[src/rtl/ubk_pkg.sv]
// Shared constants, types and the usage-to-scan-code ROM of the boot keyboard translator.
package ubk_pkg;

    localparam int NUM_USAGES       = 232;
    localparam int MAX_REPORT_BYTES = 8;
    localparam int NUM_KEYS         = 6;
    localparam int IDX_W            = $clog2(NUM_USAGES);
    localparam int LEN_W            = 4;

    localparam logic [IDX_W-1:0] LAST_IDX  = IDX_W'(NUM_USAGES - 1);
    localparam logic [7:0]       MOD_BASE  = 8'hE0;
    localparam logic [7:0]       PREFIX_E0 = 8'hE0;
    localparam logic [7:0]       BREAK_BIT = 8'h80;
    localparam logic [LEN_W-1:0] MIN_LEN   = LEN_W'(2);
    localparam logic [LEN_W-1:0] MAX_LEN   = LEN_W'(MAX_REPORT_BYTES);

    typedef enum logic [2:0] {
        S_IDLE,
        S_CHECK,
        S_PFX,
        S_CODE,
        S_FLUSH
    } t_state;

    // Controller to datapath
    typedef struct packed {
        logic start;      // latch report, read usage 0
        logic check;      // write back the held bit, latch release flag
        logic advance;    // step to next usage and read it
        logic push_pfx;   // queue the 0xE0 prefix byte
        logic push_code;  // queue make or break byte
        logic flush;      // release the queued byte as the final one
    } t_cmd;

    // Datapath to controller
    typedef struct packed {
        logic len_ok;     // incoming report long enough to process
        logic diff;       // held bit differs from current press state
        logic mapped;     // usage has a scan code
        logic prefix;     // scan code needs 0xE0
        logic at_last;    // scan index on final usage
        logic push_ok;    // a byte may be queued this cycle
        logic hold_vld;   // a byte waits in the hold register
        logic out_free;   // output register can take a byte
    } t_sts;

    // Bit 8: needs 0xE0 prefix. Low byte: make code. Zero: unmapped.
    function automatic logic [8:0] code_rom(input logic [7:0] u);
        logic [8:0] c;
        c = 9'h000;
        unique case (u)
            8'h04: c = 9'h01E;  8'h05: c = 9'h030;  8'h06: c = 9'h02E;  8'h07: c = 9'h020;
            8'h08: c = 9'h012;  8'h09: c = 9'h021;  8'h0A: c = 9'h022;  8'h0B: c = 9'h023;
            8'h0C: c = 9'h017;  8'h0D: c = 9'h024;  8'h0E: c = 9'h025;  8'h0F: c = 9'h026;
            8'h10: c = 9'h032;  8'h11: c = 9'h031;  8'h12: c = 9'h018;  8'h13: c = 9'h019;
            8'h14: c = 9'h010;  8'h15: c = 9'h013;  8'h16: c = 9'h01F;  8'h17: c = 9'h014;
            8'h18: c = 9'h016;  8'h19: c = 9'h02F;  8'h1A: c = 9'h011;  8'h1B: c = 9'h02D;
            8'h1C: c = 9'h015;  8'h1D: c = 9'h02C;
            8'h1E: c = 9'h002;  8'h1F: c = 9'h003;  8'h20: c = 9'h004;  8'h21: c = 9'h005;
            8'h22: c = 9'h006;  8'h23: c = 9'h007;  8'h24: c = 9'h008;  8'h25: c = 9'h009;
            8'h26: c = 9'h00A;  8'h27: c = 9'h00B;
            8'h28: c = 9'h01C;  8'h29: c = 9'h001;  8'h2A: c = 9'h00E;  8'h2B: c = 9'h00F;
            8'h2C: c = 9'h039;  8'h2D: c = 9'h00C;  8'h2E: c = 9'h00D;  8'h2F: c = 9'h01A;
            8'h30: c = 9'h01B;  8'h31: c = 9'h02B;
            8'h33: c = 9'h027;  8'h34: c = 9'h028;  8'h35: c = 9'h029;  8'h36: c = 9'h033;
            8'h37: c = 9'h034;  8'h38: c = 9'h035;  8'h39: c = 9'h03A;
            8'h3A: c = 9'h03B;  8'h3B: c = 9'h03C;  8'h3C: c = 9'h03D;  8'h3D: c = 9'h03E;
            8'h3E: c = 9'h03F;  8'h3F: c = 9'h040;  8'h40: c = 9'h041;  8'h41: c = 9'h042;
            8'h42: c = 9'h043;  8'h43: c = 9'h044;  8'h44: c = 9'h057;  8'h45: c = 9'h058;
            8'h47: c = 9'h046;
            8'h49: c = 9'h152;  8'h4A: c = 9'h147;  8'h4B: c = 9'h149;  8'h4C: c = 9'h153;
            8'h4D: c = 9'h14F;  8'h4E: c = 9'h151;  8'h4F: c = 9'h14D;  8'h50: c = 9'h14B;
            8'h51: c = 9'h150;  8'h52: c = 9'h148;
            8'h53: c = 9'h045;  8'h54: c = 9'h135;  8'h55: c = 9'h037;  8'h56: c = 9'h04A;
            8'h57: c = 9'h04E;  8'h58: c = 9'h11C;
            8'h59: c = 9'h04F;  8'h5A: c = 9'h050;  8'h5B: c = 9'h051;  8'h5C: c = 9'h04B;
            8'h5D: c = 9'h04C;  8'h5E: c = 9'h04D;  8'h5F: c = 9'h047;  8'h60: c = 9'h048;
            8'h61: c = 9'h049;  8'h62: c = 9'h052;  8'h63: c = 9'h053;
            8'h65: c = 9'h15D;
            8'hE0: c = 9'h01D;  8'hE1: c = 9'h02A;  8'hE2: c = 9'h038;  8'hE3: c = 9'h15B;
            8'hE4: c = 9'h11D;  8'hE5: c = 9'h036;  8'hE6: c = 9'h138;  8'hE7: c = 9'h15C;
            default: c = 9'h000;
        endcase
        return c;
    endfunction

endpackage

[src/rtl/ubk_ram.sv]
// Generic single-write, single-read RAM with registered read data.
module ubk_ram #(
    parameter int WIDTH = 1,
    parameter int DEPTH = 256
) (
    input  logic                     i_clk,
    input  logic                     i_wr_en,
    input  logic [$clog2(DEPTH)-1:0] i_wr_addr,
    input  logic [WIDTH-1:0]         i_wr_data,
    input  logic                     i_rd_en,
    input  logic [$clog2(DEPTH)-1:0] i_rd_addr,
    output logic [WIDTH-1:0]         o_rd_data
);

    logic [WIDTH-1:0] r_mem [DEPTH];
    logic [WIDTH-1:0] r_rd_data;

    always_ff @(posedge i_clk) begin
        if (i_wr_en) begin
            r_mem[i_wr_addr] <= i_wr_data;
        end
        if (i_rd_en) begin
            r_rd_data <= r_mem[i_rd_addr];
        end
    end

    assign o_rd_data = r_rd_data;

endmodule

[src/rtl/ubk_dp.sv]
// Datapath: report registers, held-key store, scan index and output byte queue.
module ubk_dp import ubk_pkg::*; (
    input  logic             i_clk,
    input  logic             i_rst_n,
    input  t_cmd             i_cmd,
    output t_sts             o_sts,
    input  logic [7:0]       i_modifiers,
    input  logic [7:0]       i_key_code_0,
    input  logic [7:0]       i_key_code_1,
    input  logic [7:0]       i_key_code_2,
    input  logic [7:0]       i_key_code_3,
    input  logic [7:0]       i_key_code_4,
    input  logic [7:0]       i_key_code_5,
    input  logic [LEN_W-1:0] i_report_length,
    input  logic             i_stall,
    output logic             o_valid,
    output logic [7:0]       o_scancode_byte,
    output logic             o_last_byte
);

    logic [7:0]            r_mods;
    logic [7:0]            r_keys [NUM_KEYS];
    logic [NUM_KEYS-1:0]   r_key_en;
    logic [IDX_W-1:0]      r_idx;
    logic [NUM_USAGES-1:0] r_vld;
    logic                  r_rel;
    logic [7:0]            r_hold_byte;
    logic                  r_hold_vld;
    logic [7:0]            r_out_byte;
    logic                  r_out_last;
    logic                  r_out_vld;

    logic [7:0]            in_keys [NUM_KEYS];
    logic [LEN_W-1:0]      len_eff;
    logic [7:0]            usage;
    logic                  pressed;
    logic                  held;
    logic                  rd_data;
    logic [IDX_W-1:0]      rd_addr;
    logic [8:0]            code;
    logic                  out_free;
    logic [7:0]            push_byte;

    assign in_keys[0] = i_key_code_0;
    assign in_keys[1] = i_key_code_1;
    assign in_keys[2] = i_key_code_2;
    assign in_keys[3] = i_key_code_3;
    assign in_keys[4] = i_key_code_4;
    assign in_keys[5] = i_key_code_5;

    assign len_eff = (i_report_length > MAX_LEN) ? MAX_LEN : i_report_length;

    // Latch the report; a key byte counts only if it lies inside the report and is nonzero
    always_ff @(posedge i_clk) begin
        if (i_cmd.start) begin
            r_mods <= i_modifiers;
            for (int k = 0; k < NUM_KEYS; k++) begin
                r_keys[k]   <= in_keys[k];
                r_key_en[k] <= (LEN_W'(k + 2) < len_eff) && (in_keys[k] != 8'h00);
            end
        end
    end

    assign usage = 8'(r_idx);

    always_comb begin
        pressed = (usage >= MOD_BASE) && r_mods[usage[2:0]];
        for (int k = 0; k < NUM_KEYS; k++) begin
            if (r_key_en[k] && (r_keys[k] == usage)) begin
                pressed = 1'b1;
            end
        end
    end

    // Never-written entries read as released
    assign held    = r_vld[r_idx] && rd_data;
    assign rd_addr = i_cmd.start ? '0 : r_idx + IDX_W'(1);

    ubk_ram #(
        .WIDTH (1),
        .DEPTH (NUM_USAGES)
    ) u_held (
        .i_clk     (i_clk),
        .i_wr_en   (i_cmd.check),
        .i_wr_addr (r_idx),
        .i_wr_data (pressed),
        .i_rd_en   (i_cmd.start || i_cmd.advance),
        .i_rd_addr (rd_addr),
        .o_rd_data (rd_data)
    );

    always_ff @(posedge i_clk) begin
        if (!i_rst_n) begin
            r_vld <= '0;
        end else if (i_cmd.check) begin
            r_vld[r_idx] <= 1'b1;
        end
    end

    always_ff @(posedge i_clk) begin
        if (i_cmd.start) begin
            r_idx <= '0;
        end else if (i_cmd.advance) begin
            r_idx <= r_idx + IDX_W'(1);
        end
        if (i_cmd.check) begin
            r_rel <= held;
        end
    end

    assign code      = code_rom(usage);
    assign out_free  = !r_out_vld || !i_stall;
    assign push_byte = i_cmd.push_pfx ? PREFIX_E0 : (code[7:0] | (r_rel ? BREAK_BIT : 8'h00));

    // One byte waits in hold so the last one can be marked when the scan ends
    always_ff @(posedge i_clk) begin
        if (!i_rst_n) begin
            r_hold_vld <= 1'b0;
            r_out_vld  <= 1'b0;
        end else begin
            if (i_cmd.push_pfx || i_cmd.push_code) begin
                r_hold_vld <= 1'b1;
            end else if (i_cmd.flush) begin
                r_hold_vld <= 1'b0;
            end
            if (((i_cmd.push_pfx || i_cmd.push_code || i_cmd.flush) && r_hold_vld)) begin
                r_out_vld <= 1'b1;
            end else if (!i_stall) begin
                r_out_vld <= 1'b0;
            end
        end
    end

    always_ff @(posedge i_clk) begin
        if (i_cmd.push_pfx || i_cmd.push_code) begin
            r_hold_byte <= push_byte;
        end
        if ((i_cmd.push_pfx || i_cmd.push_code || i_cmd.flush) && r_hold_vld) begin
            r_out_byte <= r_hold_byte;
            r_out_last <= i_cmd.flush;
        end
    end

    assign o_valid         = r_out_vld;
    assign o_scancode_byte = r_out_byte;
    assign o_last_byte     = r_out_last;

    always_comb begin
        o_sts          = '0;
        o_sts.len_ok   = (i_report_length >= MIN_LEN);
        o_sts.diff     = (held != pressed);
        o_sts.mapped   = (code != 9'h000);
        o_sts.prefix   = code[8];
        o_sts.at_last  = (r_idx == LAST_IDX);
        o_sts.push_ok  = !r_hold_vld || out_free;
        o_sts.hold_vld = r_hold_vld;
        o_sts.out_free = out_free;
    end

endmodule

[src/rtl/ubk_ctrl.sv]
// Controller: sequences the usage scan and the byte emission.
module ubk_ctrl import ubk_pkg::*; (
    input  logic   i_clk,
    input  logic   i_rst_n,
    input  logic   i_valid,
    input  t_sts   i_sts,
    output t_cmd   o_cmd,
    output logic   o_busy,
    output t_state o_state
);

    t_state r_state;
    t_state n_state;

    always_ff @(posedge i_clk) begin
        if (!i_rst_n) begin
            r_state <= S_IDLE;
        end else begin
            r_state <= n_state;
        end
    end

    always_comb begin
        n_state = r_state;
        o_cmd   = '0;
        unique case (r_state)
            S_IDLE: begin
                // Short reports are taken and dropped
                if (i_valid && i_sts.len_ok) begin
                    o_cmd.start = 1'b1;
                    n_state     = S_CHECK;
                end
            end
            S_CHECK: begin
                o_cmd.check = 1'b1;
                if (i_sts.diff && i_sts.mapped) begin
                    n_state = i_sts.prefix ? S_PFX : S_CODE;
                end else if (i_sts.at_last) begin
                    n_state = S_FLUSH;
                end else begin
                    o_cmd.advance = 1'b1;
                end
            end
            S_PFX: begin
                if (i_sts.push_ok) begin
                    o_cmd.push_pfx = 1'b1;
                    n_state        = S_CODE;
                end
            end
            S_CODE: begin
                if (i_sts.push_ok) begin
                    o_cmd.push_code = 1'b1;
                    if (i_sts.at_last) begin
                        n_state = S_FLUSH;
                    end else begin
                        o_cmd.advance = 1'b1;
                        n_state       = S_CHECK;
                    end
                end
            end
            S_FLUSH: begin
                if (!i_sts.hold_vld) begin
                    n_state = S_IDLE;
                end else if (i_sts.out_free) begin
                    o_cmd.flush = 1'b1;
                    n_state     = S_IDLE;
                end
            end
            default: begin
                n_state = S_IDLE;
            end
        endcase
    end

    assign o_busy  = (r_state != S_IDLE);
    assign o_state = r_state;

endmodule

[src/rtl/usb_boot_keyboard_to_ps2_scancode_core.sv]
// Top level: USB boot-keyboard report to PS/2 scan code set 1 translator.
// Each accepted report (modifier byte, six key usages, report length) is compared
// against a held bit per usage; the block walks usages 0 to 231 in ascending order
// and emits a set-1 make code for every new press and a break code (make | 0x80)
// for every release, with an 0xE0 prefix where the code table asks for it. Usages
// without a code update their held bit silently. Reports shorter than two bytes are
// taken and dropped; lengths above eight count as eight. The held bits live in a
// 232 x 1 RAM with a registered read, read one usage per cycle while no byte is
// being emitted; a valid flop per usage, cleared at reset, makes a never-written
// entry read as released, so no clearing pass is needed. The input stalls while a
// report is being scanned. Output bytes leave through a one-entry hold stage and
// an output register, so the final byte of a report is flagged with o_last_byte
// and a finished transaction can wait on the output while the next report is
// taken.
module usb_boot_keyboard_to_ps2_scancode_core import ubk_pkg::*; (
    input  logic             i_clk,
    input  logic             i_rst_n,
    input  logic             i_valid,
    output logic             o_stall,
    input  logic [7:0]       i_modifiers,
    input  logic [7:0]       i_key_code_0,
    input  logic [7:0]       i_key_code_1,
    input  logic [7:0]       i_key_code_2,
    input  logic [7:0]       i_key_code_3,
    input  logic [7:0]       i_key_code_4,
    input  logic [7:0]       i_key_code_5,
    input  logic [LEN_W-1:0] i_report_length,
    output logic             o_valid,
    input  logic             i_stall,
    output logic [7:0]       o_scancode_byte,
    output logic             o_last_byte
);

    t_cmd   cmd;
    t_sts   sts;
    t_state state;
    logic   busy;

    ubk_ctrl u_ctrl (
        .i_clk   (i_clk),
        .i_rst_n (i_rst_n),
        .i_valid (i_valid),
        .i_sts   (sts),
        .o_cmd   (cmd),
        .o_busy  (busy),
        .o_state (state)
    );

    ubk_dp u_dp (
        .i_clk           (i_clk),
        .i_rst_n         (i_rst_n),
        .i_cmd           (cmd),
        .o_sts           (sts),
        .i_modifiers     (i_modifiers),
        .i_key_code_0    (i_key_code_0),
        .i_key_code_1    (i_key_code_1),
        .i_key_code_2    (i_key_code_2),
        .i_key_code_3    (i_key_code_3),
        .i_key_code_4    (i_key_code_4),
        .i_key_code_5    (i_key_code_5),
        .i_report_length (i_report_length),
        .i_stall         (i_stall),
        .o_valid         (o_valid),
        .o_scancode_byte (o_scancode_byte),
        .o_last_byte     (o_last_byte)
    );

    // Hold off new reports for the whole scan
    assign o_stall = busy;

    // Ready for a report means the previous one left nothing in the hold stage
    a_idle_hold_empty: assert property (@(posedge i_clk) disable iff (!i_rst_n)
        !o_stall |-> !sts.hold_vld)
        else $error("report accepted with a byte still queued");

    // Queue a byte only when it cannot overwrite an untaken one
    a_push_safe: assert property (@(posedge i_clk) disable iff (!i_rst_n)
        (cmd.push_pfx || cmd.push_code) |-> sts.push_ok)
        else $error("byte queued over a pending byte");

    // A prefix byte is always followed by its code byte before the scan moves on
    a_pfx_then_code: assert property (@(posedge i_clk) disable iff (!i_rst_n)
        cmd.push_pfx |=> (state == S_CODE))
        else $error("prefix not followed by code");

    // Final byte goes out only into a free output register
    a_flush_safe: assert property (@(posedge i_clk) disable iff (!i_rst_n)
        cmd.flush |-> (sts.out_free && sts.hold_vld))
        else $error("final byte released while output busy");

endmodule
[config.mk]
export PLATFORM = sky130hd
export DESIGN_NAME = usb_boot_keyboard_to_ps2_scancode_core
export DESIGN_NICKNAME = d
export VERILOG_FILES = /design/src/rtl/ubk_pkg.sv /design/src/rtl/ubk_ram.sv /design/src/rtl/ubk_dp.sv /design/src/rtl/ubk_ctrl.sv /design/src/rtl/usb_boot_keyboard_to_ps2_scancode_core.sv
export SDC_FILE = /design/constraint.sdc
export NUM_CORES = 1
export LEC_CHECK = 0
export BUFFER_PORTS_ARGS = -buffer_cell sky130_fd_sc_hd__buf_2
export CAP_MARGIN = 20
export CORE_ASPECT_RATIO = 1.5
export CORE_MARGIN = 2
export CORE_UTILIZATION = 37
export DETAILED_ROUTE_END_ITERATION = 10
export GPL_ROUTABILITY_DRIVEN = 0
export PLACE_DENSITY = 0.54
export RECOVER_POWER = 50
export SLEW_MARGIN = 20
export SYNTH_ARGS = -nofsm -noshare
export SYNTH_HDL_FRONTEND = slang
export SYNTH_HIERARCHICAL = 1
export SYNTH_SLANG_ARGS = --single-unit
[constraint.sdc]
create_clock -name i_clk -period 10.95 [get_ports i_clk]
set_clock_uncertainty 0.2 [all_clocks]
set_input_delay 3.285 -clock i_clk [delete_from_list [all_inputs] [get_ports i_clk]]
set_output_delay 3.285 -clock i_clk [all_outputs]
set_load 0.02 [all_outputs]
==> impl_metrics.ini, run 1 <==
[worst_setup_path]
worstPathArrival_ns = 8.69
cp_max_fo = 40
crit_buf_inv = 3
critPathTopFamily = simple AND/OR/NAND/NOR gates
critical_path_class = register to register
slowest_stage = clkbuf_1
crit_path_end_kind = register
crit_required_ns = 11.25
critPathLaunchType = register
crit_path_cell_trace = buf_4, xor2_1, nor4_1, nand3_1, nor4_1, nor4_1, nand3_4, clkbuf_1, xor2_1, and3b_2, nor4_2, nand4_1, xor2_1, or2_1, inv_2, nor3_2, and2_1, a21oi_1, a2111oi_1
max_stage_delay_ns = 1.09

[die]
core_area_sq_mm = 0.0692
io_pins = 75
die-area_sq_mm = 0.0723
start_util_pct = 37.4
num_rows = 118
die_height_um = 328
die_w_um = 220

[finish]
drive_gt1_share_pct = 11.9
instances_no_fill = 3183
layout_common_cells = 470 x nor2_1, 313 x edfxtp_1, 249 x dfxtp_1
final_area_sq_mm = 0.0284
diodes = 0
fill_cells = 6595
nets = 2320
layout_commonest_cell = nor2_1
syn_to_final_growth_pct = 9.70

[cts]
clkTransAtPathRegs_ns = 0.06
hold_buffers = 0
cts_tree = yes
cts_setup_buffers = 0
root_buffer = clkbuf_16
cts-resized-gates = 0
cts_sinks = 566
clockBufferDepth = 3
clock_latency_ns = 0.62
cts_max_level = 2
cts_buffers = 56

[synth]
synth-seq-area-share_pct = 55.8
synth.area.mux_share_pct = 11.7
synth-simple-area-share_pct = 14.7
synth.avg_cell_area_sq_um = 11.4
synth_top_area_share_pct = 36.2
synth_area_leaders = edfxtp_1 36%, dfxtp_1 20%, mux4_2 8.3%, nor2_1 6.8%, o21a_1 5.4%
synth_top_family_by_area = simple AND/OR/NAND/NOR gates
synthAdderAreaFrac_pct = 0.917
synth_ff_type = edfxtp_1
ys_async_sr_fraction_pct = 0
ys_types = 86
yosysTopAreaCell = edfxtp_1
yosys_warnings = 6
synth_compound_area_share_pct = 11.1
syn-cell-area_sq_mm = 0.0259
synth-seq-cells = 566
synth_edf_count = 313
synth_xor_area_share_pct = 1.99
syn_inst = 2267
syn_nets = 2350

[placement]
placed_cells = 3078
place_area_sq_mm = 0.0268
dp_hpwl_um = 44500
io_buffers = 74

[grt]
grt_pass1_wl_um = 109000
antenna_found_initial = 0
grt_usage_pct = 19.8
grt_max_degree = 119
grt_pass1_vias = 18300
overflow = 0

[power]
power.density_mw_per_mm2 = 186
power_frac_seq_pct = 44.7
pwr-share-comb_pct = 20.1
clockPowerShare_pct = 35.2
intPower_mw = 3.74
ir_worst_vdd_mv = 0.148
p_leak_nw = 9.33
switching_share_pct = 29.2
power_switching_mw = 1.54

[sta]
rsz0062_at_grt = no
fin_crit_sh_pct = 76.6
worstMarginPinSlew_ns = 3.43
slew-limit-headroom_pct = -129
max_clock_freq_mhz = 119
setup_violations = 0
finalHoldViolations = 0
fin_crit_ns = 8.39
finalSetupTns_ns = 0
slew_viol_final = 198

[worst_hold_path]
hp-class = register to register

[run]
max-cap-violations = 3

[routing]
drtAntennaViolNets = 0
wirelength_um = 71700
vias = 17900
post_drt_wl_per_cell_um = 22.5
firstDrtPassIters = 6
drt_iter0_markers = 1673
drc = 0
via_per_inst = 5.62

[run_status]
outcome = finished, violations left
violations = capacitance limit, slew limit
==> power by group through the flow <==
stage	sequential (mW)	clock (mW)	combinational, mW
after global placement	2.41	0	1.06
after floorplan	2.37	0	0.843
final	2.36	1.86	1.06
after global routing	2.37	1.99	1.14
after detailed placement	2.41	0	1.07
after CTS	2.36	1.91	1.07
==> flip-flops by register name, indices dropped and copies added, names as in the netlist <==
register,flops
u_dp/u_held/r_mem,232
u_dp/o_last_byte,1
u_dp/u_held/o_rd_data,1
u_dp/r_vld,232
u_dp/r_rel,1
u_ctrl/o_state,3
u_dp/r_idx,8
u_dp/r_hold_vld,1
u_dp/o_scancode_byte,8
u_dp/r_key_en,6
u_dp/r_keys,48
u_dp/code,8
u_dp/o_valid,1
u_dp/r_hold_byte,8
u_dp/r_mods,8
==> path summary, 6_finish.rpt <==
path | slack (ns) | end | cells past startpoint | startpoint
worst max register to register | 2.56 | u_dp/code[3] | 19 | u_dp/r_idx[5]
worst min register to register | 0.22 | u_dp/o_scancode_byte[3] | 0 | u_dp/r_hold_byte[3]
worst min-delay path | 0.22 | u_dp/o_scancode_byte[3] | 0 | u_dp/r_hold_byte[3]
worst max-delay path | 2.56 | u_dp/code[3] | 19 | u_dp/r_idx[5]
==> metal layers <==
| layer | vias to the layer above | wire, um | global-route usage (%) |
|---|---|---|---|
| met2 | 621 | 37100 | 35.6 |
| met3 | 187 | 3810 | 2.84 |
| met1 | 8943 | 28000 | 23.7 |
| met4 | 0 | 2870 | 7.56 |
| met5 | - | 0 | 0 |
| li1 | 8123 | - | - |
==> cell usage after synthesis, types with 8 or more instances <==
master / number
nor4_1: 32
nor2b_1: 75
buf_2: 25
o211ai_1: 10
nand4_1: 10
a21oi_1: 78
mux2i_1: 47
edfxtp_1: 313
xnor2_1: 11
mux2_2: 10
buf_6: 12
o21ai_0: 22
nand2_1: 102
ha_1: 19
buf_4: 12
nor3_1: 34
and3_1: 10
a31oi_1: 19
a211oi_1: 14
a22oi_1: 10
xor2_1: 48
mux4_2: 96
mux4_1: 11
clkbuf_1: 123
o21a_1: 187
dfxtp_1: 253
nand2b_1: 10
inv_1: 13
nand3_1: 51
o22ai_1: 8
nor2_1: 473
==> layout make-up <==
class	instances	area, sq um	share of cell area, %
clock buffers	71	1480	5.20
clock inverters	33	278	0.977
inverters	18	67.6	0.238
multi-input cells	1497	10500	37.0
flip-flops and latches	566	14500	50.9
well taps	900	1130	3.96
repair buffers	98	498	1.75
==> metrics by stage <==
stage	setup WS [ns]	util (%)	total power, mW	hold slack [ns]
floorplan	1.90	-	3.22	0.200
CTS	3.27	41.2	5.34	0.219
global placement	3.28	38.6	3.47	0.207
detailed placement	3.24	38.6	3.48	0.205
finish	2.56	41.1	5.29	0.220
global route	1.78	41.1	5.50	0.233
==> cell families (layout without fill, tap and decap cells) <==
| group | after synthesis | in the layout |
|---|---|---|
| AOI/OAI and AO/OA | 407 | 407 |
| DFF | 566 | 566 |
| buffers and inverters | 204 | 220 |
| adders and majority gates | 19 | 19 |
| and+or+nand+nor | 848 | 848 |
| muxes | 164 | 164 |
| xor gates and xnor gates | 59 | 59 |
Power figures use the tool's default switching activity.
==> run 2: changes to the inputs <==
clock period = 8.5 ns   (was 10.95 ns; I/O delays follow)
==> run 2 against run 1 <==
Net effect: the flow still finishes with violations (capacitance limit, slew limit); sequential cell count stayed put; clock-buffer cell count is 8 higher; global-route usage is 0.10 points lower; total power is 31% higher; sequential power is 31% higher; register-to-register slack worse by 1.7 ns; wire length is 0.72% lower; clock power is 32% higher; first-iteration DRC count is 5.0% lower.
==> impl_metrics.ini, run 2 (synthesis gave the netlist of run 1 again) <==
[sta]
finalHoldViolations = 0
setup_violations = 0
slew-limit-headroom_pct = -262
fin_crit_ns = 7.65
fin_crit_sh_pct = 90.0
worstMarginPinSlew_ns = 5.43
rsz0062_at_grt = no
finalSetupTns_ns = 0
max_clock_freq_mhz = 131
slew_viol_final = 130

[routing]
post_drt_wl_per_cell_um = 22.3
drc = 0
drtAntennaViolNets = 0
drt_iter0_markers = 1590
wirelength_um = 71200
vias = 18000
firstDrtPassIters = 6
via_per_inst = 5.64

[finish]
layout_commonest_cell = nor2_1
layout_common_cells = 470 x nor2_1, 313 x edfxtp_1, 248 x dfxtp_1
reg_top3 = u_dp/r_vld (232), u_dp/u_held/r_mem (232), u_dp/r_keys (48)
diodes = 0
drive_gt1_share_pct = 12.0
nets = 2328
syn_to_final_growth_pct = 10.3
fill_cells = 6592

[cts]
cts_max_level = 2
hold_buffers = 0
root_buffer = clkbuf_16
clkTransAtPathRegs_ns = 0.06
clockBufferDepth = 3
clock_latency_ns = 0.61
cts_buffers = 55
cts_setup_buffers = 0
cts_tree = yes
cts-resized-gates = 0
cts_sinks = 566

[run]
max-cap-violations = 1

[run_status]
violations = capacitance limit, slew limit
outcome = finished, violations left

[power]
power_frac_seq_pct = 44.5
p_leak_nw = 9.38
clockPowerShare_pct = 35.6
power.density_mw_per_mm2 = 242
pwr-share-comb_pct = 19.9
power_switching_mw = 1.99
switching_share_pct = 28.8
finalPower_mw = 6.91
ir_worst_vdd_mv = 0.203
intPower_mw = 4.92

[grt]
grt_max_degree = 130
overflow = 0
grt_pass1_vias = 18400
grt_usage_pct = 19.7
antenna_found_initial = 0
grt_pass1_wl_um = 109000

[worst_setup_path]
crit_required_ns = 8.84
worstPathArrival_ns = 7.99
crit_buf_inv = 2
cp_max_fo = 129
slowest_stage = clkbuf_1
crit_path_cell_trace = clkbuf_1, buf_4, o21a_1
critical_path_class = primary input to register
critPathTopFamily = buffers and inverters
max_stage_delay_ns = 3.64
critPathLaunchType = primary input
crit_path_end_kind = register

[die]
io_pins = 75
die-area_sq_mm = 0.0723
core_area_sq_mm = 0.0692
start_util_pct = 37.4
die_w_um = 220
die_height_um = 328
num_rows = 118

[placement]
io_buffers = 74
dp_hpwl_um = 44600

[worst_hold_path]
hp-class = register to register
-- run 2: cell count changes in the layout (fill, tap and decap cells not counted), sizes merged --
cell and delta:
inv +3, bufinv +1, clkbuf +17, clkinv -14
clkinvlp +1
-- run 2: path summary, 6_finish.rpt --
| path | from | end | slack (ns) | cells after the start |
|---|---|---|---|---|
| hold / removal | u_dp/r_hold_byte[0] | u_dp/o_scancode_byte[0] | 0.22 | 0 |
| setup / recovery | i_rst_n | u_dp/r_vld[230] | 0.85 | 3 |
| setup reg to reg | u_dp/r_idx[0] | u_dp/code[3] | 0.86 | 16 |
| hold reg to reg | u_dp/r_hold_byte[0] | u_dp/o_scancode_byte[0] | 0.22 | 0 |
-- run 2: area by class of cell --
class / count / area (sq um) / area share (%)
Sequential cell: 566 / 14500 / 50.6
Multi-Input combinational cell: 1497 / 10500 / 36.8
Clock buffer: 79 / 1570 / 5.48
Tap cell: 900 / 1130 / 3.94
Timing Repair Buffer: 107 / 591 / 2.07
Clock inverter: 24 / 243 / 0.849
Inverter: 18 / 67.6 / 0.236
-- run 2: power by group through the flow --
stage	Combinational (mW)	Sequential, mW	Clock (mW)
4_1_cts	1.38	3.08	2.53
3_3_place_gp	1.37	3.14	0
5_1_grt	1.47	3.09	2.63
3_5_place_dp	1.37	3.14	0
6_report	1.37	3.08	2.46
2_1_floorplan	1.09	3.05	0
-- run 2: metal layers --
metal,vias to the layer above,GRT usage [%],part of all wire (%)
met3,175,2.70,5.1
met2,587,35.0,51
met4,0,8.01,4.1
li1,8146,-,-
met1,9079,23.9,39
met5,-,0,0
-- run 2: per-stage QoR --
step,cell area [sq um],hold slack (ns),worst slack (ns),cells,util [%]
after CTS,28600,0.225,0.925,3190,41.4
after detailed placement,26800,0.211,0.972,3087,38.8
after global placement,26800,0.210,1.07,3087,38.8
final,28600,0.221,0.854,3191,41.3
after global routing,28600,0.243,0.256,3191,41.3
after floorplan,25900,0.200,0.311,2267,-
-- run 2: worst reg2reg max path, stage by stage, from the launching register on --
cell and delay, ns:
dfxtp_4 0.91, mux4_2 0.61, mux2_2 0.27, a221oi_1 0.48, a2111oi_0 0.27, o41a_1 0.58, xor2_1 0.23, and3b_2 0.25
nor4_2 0.68, nand4_1 0.20, xor2_1 0.31, or2_1 0.89, inv_2 0.47, nor3_2 0.39, and2_1 0.31, a21oi_1 0.10
a2111oi_1 0.37
